$ cat src/sv/dsmb_pkg.sv
// Shared definitions for the dual-side mailbox: request codes, register map,
// FIFO sizing and the register-access struct.
// No dependencies; used by dsmb_regs and dual_side_mailbox_fifo.
package dsmb_pkg;

    localparam int unsigned FIFO_DEPTH = 32;
    // Positions run from 0 up to FIFO_DEPTH inclusive.
    localparam int unsigned PTR_W      = $clog2(FIFO_DEPTH + 1);
    localparam int unsigned ADDR_W     = $clog2(FIFO_DEPTH);
    localparam int unsigned QUAD_W     = 128;

    typedef enum logic [2:0] {
        REQ_READ  = 3'd0,
        REQ_WRITE = 3'd1,
        REQ_PUSH  = 3'd2,
        REQ_POP   = 3'd3,
        REQ_RESET = 3'd4
    } t_req;

    // Sub-side window.
    localparam logic [31:0] SUB_CMD_M2S   = 32'h1d00_0000;
    localparam logic [31:0] SUB_CMD_S2M   = 32'h1d00_0010;
    localparam logic [31:0] SUB_FLAG_M2S  = 32'h1d00_0020;
    localparam logic [31:0] SUB_FLAG_S2M  = 32'h1d00_0030;
    localparam logic [31:0] SUB_CTRL      = 32'h1d00_0040;
    localparam logic [31:0] SUB_BELL      = 32'h1d00_0060;
    // Main-side window.
    localparam logic [31:0] MAIN_CMD_M2S  = 32'h1000_f200;
    localparam logic [31:0] MAIN_CMD_S2M  = 32'h1000_f210;
    localparam logic [31:0] MAIN_FLAG_M2S = 32'h1000_f220;
    localparam logic [31:0] MAIN_FLAG_S2M = 32'h1000_f230;
    localparam logic [31:0] MAIN_CTRL     = 32'h1000_f240;
    localparam logic [31:0] MAIN_BELL     = 32'h1000_f260;

    localparam logic [31:0] CTRL_RESET    = 32'hf000_0012;
    localparam logic [31:0] SUB_CTRL_OR   = 32'hf000_0001;
    localparam logic [31:0] MAIN_CTRL_OR  = 32'hf000_0101;

    typedef struct packed {
        logic        wr_en;
        logic [31:0] addr;
        logic [31:0] data;
    } t_reg_req;

endpackage

$ cat src/sv/dsmb_regs.sv
// Mailbox register file: command, flag, control and doorbell words with
// per-side address decode. Depends on dsmb_pkg.
module dsmb_regs (
    input  logic               i_clk,
    input  logic               i_rst_n,
    input  dsmb_pkg::t_reg_req i_req,
    output logic [31:0]        o_rd_data
);

    logic [31:0] r_cmd_m2s;
    logic [31:0] r_cmd_s2m;
    logic [31:0] r_flag_m2s;
    logic [31:0] r_flag_s2m;
    logic [31:0] r_ctrl;
    logic [31:0] r_bell;

    // Read decode uses the values held before this beat's write.
    always_comb begin
        case (i_req.addr)
            dsmb_pkg::SUB_CMD_M2S, dsmb_pkg::MAIN_CMD_M2S:   o_rd_data = r_cmd_m2s;
            dsmb_pkg::SUB_CMD_S2M, dsmb_pkg::MAIN_CMD_S2M:   o_rd_data = r_cmd_s2m;
            dsmb_pkg::SUB_FLAG_M2S, dsmb_pkg::MAIN_FLAG_M2S: o_rd_data = r_flag_m2s;
            dsmb_pkg::SUB_FLAG_S2M, dsmb_pkg::MAIN_FLAG_S2M: o_rd_data = r_flag_s2m;
            dsmb_pkg::SUB_CTRL:  o_rd_data = r_ctrl | dsmb_pkg::SUB_CTRL_OR;
            dsmb_pkg::MAIN_CTRL: o_rd_data = r_ctrl | dsmb_pkg::MAIN_CTRL_OR;
            dsmb_pkg::SUB_BELL, dsmb_pkg::MAIN_BELL:         o_rd_data = r_bell;
            default:                                         o_rd_data = '0;
        endcase
    end

    // The sending side sets flag bits, the receiving side clears them.
    always_ff @(posedge i_clk) begin
        if (!i_rst_n) begin
            r_cmd_m2s  <= '0;
            r_cmd_s2m  <= '0;
            r_flag_m2s <= '0;
            r_flag_s2m <= '0;
            r_ctrl     <= dsmb_pkg::CTRL_RESET;
            r_bell     <= '0;
        end else if (i_req.wr_en) begin
            case (i_req.addr)
                dsmb_pkg::SUB_CMD_M2S, dsmb_pkg::MAIN_CMD_M2S: r_cmd_m2s <= i_req.data;
                dsmb_pkg::SUB_CMD_S2M, dsmb_pkg::MAIN_CMD_S2M: r_cmd_s2m <= i_req.data;
                dsmb_pkg::SUB_FLAG_M2S:  r_flag_m2s <= r_flag_m2s & ~i_req.data;
                dsmb_pkg::MAIN_FLAG_M2S: r_flag_m2s <= r_flag_m2s | i_req.data;
                dsmb_pkg::SUB_FLAG_S2M:  r_flag_s2m <= r_flag_s2m | i_req.data;
                dsmb_pkg::MAIN_FLAG_S2M: r_flag_s2m <= r_flag_s2m & ~i_req.data;
                dsmb_pkg::SUB_CTRL, dsmb_pkg::MAIN_CTRL:       r_ctrl <= i_req.data;
                dsmb_pkg::SUB_BELL, dsmb_pkg::MAIN_BELL:       r_bell <= i_req.data;
                default: ;
            endcase
        end
    end

endmodule
$ cat config.mk
export PLATFORM = sky130hd
export DESIGN_NAME = dsmb_regs
export DESIGN_NICKNAME = d
export VERILOG_FILES = /design/src/sv/dsmb_pkg.sv /design/src/sv/dsmb_regs.sv
export SDC_FILE = /design/constraint.sdc
export NUM_CORES = 1
export LEC_CHECK = 0
export BUFFER_PORTS_ARGS = -buffer_cell sky130_fd_sc_hd__buf_4
export CAP_MARGIN = 40
export CORE_ASPECT_RATIO = 0.8
export CORE_MARGIN = 4
export CORE_UTILIZATION = 53
export DETAILED_ROUTE_END_ITERATION = 10
export PLACE_DENSITY = 0.74
export SYNTH_ARGS = -nofsm -noshare
export SYNTH_HDL_FRONTEND = slang
export SYNTH_SLANG_ARGS = --single-unit
$ cat constraint.sdc
create_clock -name i_clk -period 2.1 [get_ports i_clk]
set_input_delay 0.21 -clock i_clk [delete_from_list [all_inputs] [get_ports i_clk]]
set_output_delay 0.21 -clock i_clk [all_outputs]
set_load 0.03 [all_outputs]
==> results_dict.tcl <==
set metrics [dict create \
    diodes 0 \
    p_clk_share_pct 46.7 \
    clock_latency_ns 0.44 \
    cp_cell_sequence "buf_6 -> or4_4 -> nor3_4 -> buf_4 -> a221oi_1 -> a21oi_1 -> a21o_1 -> buf_6" \
    cts_made_buffers 17 \
    placementRows 41 \
    finalSetupViolations 31 \
    fillers 1175 \
    synth.largest_area_cell "dfxtp_1" \
    synth.distinct_cells 50 \
    grt_pass1_vias 8056 \
    cp_data_required_time_ns 1.89 \
    drtPass1Iterations 7 \
    rsz0062_at_grt "true" \
    die_y_microns 122 \
    antenna_found_initial 0 \
    grt_max_degree 67 \
    p_sw_share_pct 23.8 \
    crit_buf_inv 3 \
    synth_seq_cells 187 \
    final_nets 1181 \
    grt_usage_pct 30.5 \
    maxSlewViolCount 0 \
    synth_cells 1015 \
    internal-power_mw 5.68 \
    p_leak_nw 3.82 \
    outcome "finished with violations" \
    viasPerCell 6.23 \
    core_area_sq_um 15900 \
    syn-cell-area_sq_um 8600 \
    syn_to_final_growth_pct 30.4 \
    path_max_fanout 9 \
    power.density_nw_per_um2 664 \
    avgSynthCellArea_sq_um 8.47 \
    finish.utilization_pct 70.8 \
    io_buffers 98 \
    drive_above_1_share_pct 29.2 \
    drc 0 \
    vias 8354 \
    grt_pass1_wl_microns 43500 \
    place_ws_ns -0.291 \
    worst-slew-pin-transition_ns 0.739 \
    async_flop_share_pct 0 \
    violations "setup timing" \
    worst_ep_arrival_time_ns 2.04 \
    drt_wl_total_microns 27700 \
    clkTransAtPathRegs_ns 0.07 \
    drtAntennaViolNets 0 \
    final_hold_viol_count 0 \
    initial_core_util_pct 54.3 \
    fin_skew_ns 0 \
    register_area_sq_um 3740 \
    slowest_stage "or4_4" \
    finalCritPeriodShare_pct 107 \
    cts-root-buf "clkbuf_16" \
    die_w_microns 150 \
    combPwrFrac_pct 5.7 \
    synth_nets 1082 \
    synth_area_leaders "dfxtp_1, a21oi_1, nand2_1" \
    net-switching-power_mw 1.77 \
    multiInputGateArea_sq_um 4690 \
    gp_congestion 0.859 \
    hold_path.class "input port to flip-flop" \
    die_area_sq_um 18300 \
    cp-start-kind "input port" \
    synth_edf_count 0 \
    finalCriticalPeriod_ns 2.25 \
    cts_tree "done" \
    max-vdd-ir-drop_v 0.000605 \
    cts_max_level 4 \
    dp_cells 1297 \
    drv_cap 0 \
    relSlewSlack_pct 50.7 \
    netlist.area_leader.share_pct 43.5 \
    seq_area_frac_synth_pct 43.5 \
    cts_sinks 187 \
    path_common_cell "buf_6" \
    cpPeakStageDelay_ns 0.62 \
    fin_cells 1342 \
    wl_per_cell_microns 20.6 \
    setup-tns-final_ns -2.94 \
    seqPwrFrac_pct 47.6 \
    fmax_mhz 445 \
    critical_path_class "input port to output port" \
    num_io_pins 99 \
    dp_hpwl_microns 17100 \
    overflow 0 \
    crit_family "simple AND/OR/NAND/NOR gates" \
    first_iter_violations 832 \
    clockBufferDepth 2 \
    yosysWarnings 0 \
    setup_slack_ns -0.146 \
    synth_flop_cell "dfxtp_1" \
    crit_path_end_kind "output port" \
]
-- per-stage QoR --
stage | hold slack (ns) | instance area (sq um) | total power [mW]
after floorplan | 0.303 | 8900 | 3.84
after global placement | 0.438 | 10200 | 4.02
after detailed placement | 0.444 | 10200 | 4.03
after CTS | 0.00177 | 11200 | 7.44
after global routing | 0.00472 | 11200 | 7.61
final | 0.0132 | 11200 | 7.45
-- cells in the mapped netlist (5+ instances only) --
cell / n
a21o_1: 7
mux2_2: 24
nor3_1: 5
a21oi_1: 176
nor2_1: 5
a22oi_1: 28
buf_2: 33
nand3_1: 37
dfxtp_1: 187
clkbuf_1: 49
o21ai_0: 35
nand2_1: 224
a211oi_2: 26
buf_1: 8
o2bb2ai_1: 45
mux2i_1: 6
buf_4: 23
a221oi_1: 6
a211oi_1: 40
-- worst reg2reg max path, stage by stage (launching register included) --
cell	delay, ns
dfxtp_1	0.37
a21oi_1	0.05
a211oi_1	0.25
-- cell type report --
| class | count | share of cell area, % |
|---|---|---|
| Tap cell | 215 | 2.40 |
| Inverter | 3 | 0.123 |
| Multi-Input combinational cell | 708 | 41.8 |
| Clock buffer | 19 | 4.04 |
| Timing Repair Buffer | 197 | 16.7 |
| Sequential cell | 187 | 33.4 |
| Clock inverter | 13 | 1.55 |
-- power groups by stage --
stage	combinational [mW]	sequential, mW	clock, mW
floorplan	0.216	3.63	0
global placement	0.398	3.63	0
detailed placement	0.403	3.63	0
CTS	0.416	3.54	3.48
global route	0.450	3.54	3.62
finish	0.426	3.54	3.48
-- cell usage in the layout, fill, tap and decap left out, drive strengths merged, types with 4 or more instances in the layout --
cell / synthesis / routed
nor2: 5 / 5
clkbuf: 49 / 19
a21oi: 176 / 176
nand3: 37 / 37
buf: 68 / 192
a22oi: 28 / 28
a221oi: 6 / 6
inv: 3 / 10
nor3: 6 / 6
a211oi: 66 / 66
nor4: 7 / 7
mux2i: 6 / 6
nor4b: 4 / 4
nand2: 224 / 224
a2111oi: 4 / 4
dfxtp: 187 / 187
mux2: 24 / 24
a21o: 7 / 7
o21ai: 36 / 36
o2bb2ai: 45 / 45
-- timing repair --
action,in CTS,in global routing
buffers inserted,10,0
endpoints found under the hold margin,4,0
gates cloned,4,0
hold buffers,3,0
setup endpoints to repair,32,32
gates resized for setup,41,21
pin swaps,7,1
-- cells by family after synthesis --
group           synth area share, %
compound gates                 29.9
buf+inv                        7.07
flops                          43.5
mux                            3.84
simple gates                   15.6
-- routing by layer --
metal	global-route usage, %	vias to the layer above	part of all wire, %	wire [microns]
met5	0	-	0	0
met4	14.3	0	3.7	1020
met3	5.17	77	8.0	2230
met2	47.9	403	46	12700
met1	41.1	4031	42	11800
li1	-	3843	-	-
-- final timing paths --
check	slack [ns]	start	to	cells after the start
worst max-delay path	-0.15	i_req[35]	o_rd_data[0]	8
worst min-delay path	0.01	i_req[11]	flip-flop	2
worst min register to register	0.45	r_bell[8]$_SDFFE_PN0P_	r_bell[8]$_SDFFE_PN0P_	2
worst max register to register	1.34	flip-flop	flip-flop	2
(Power assumes the default switching activity.)
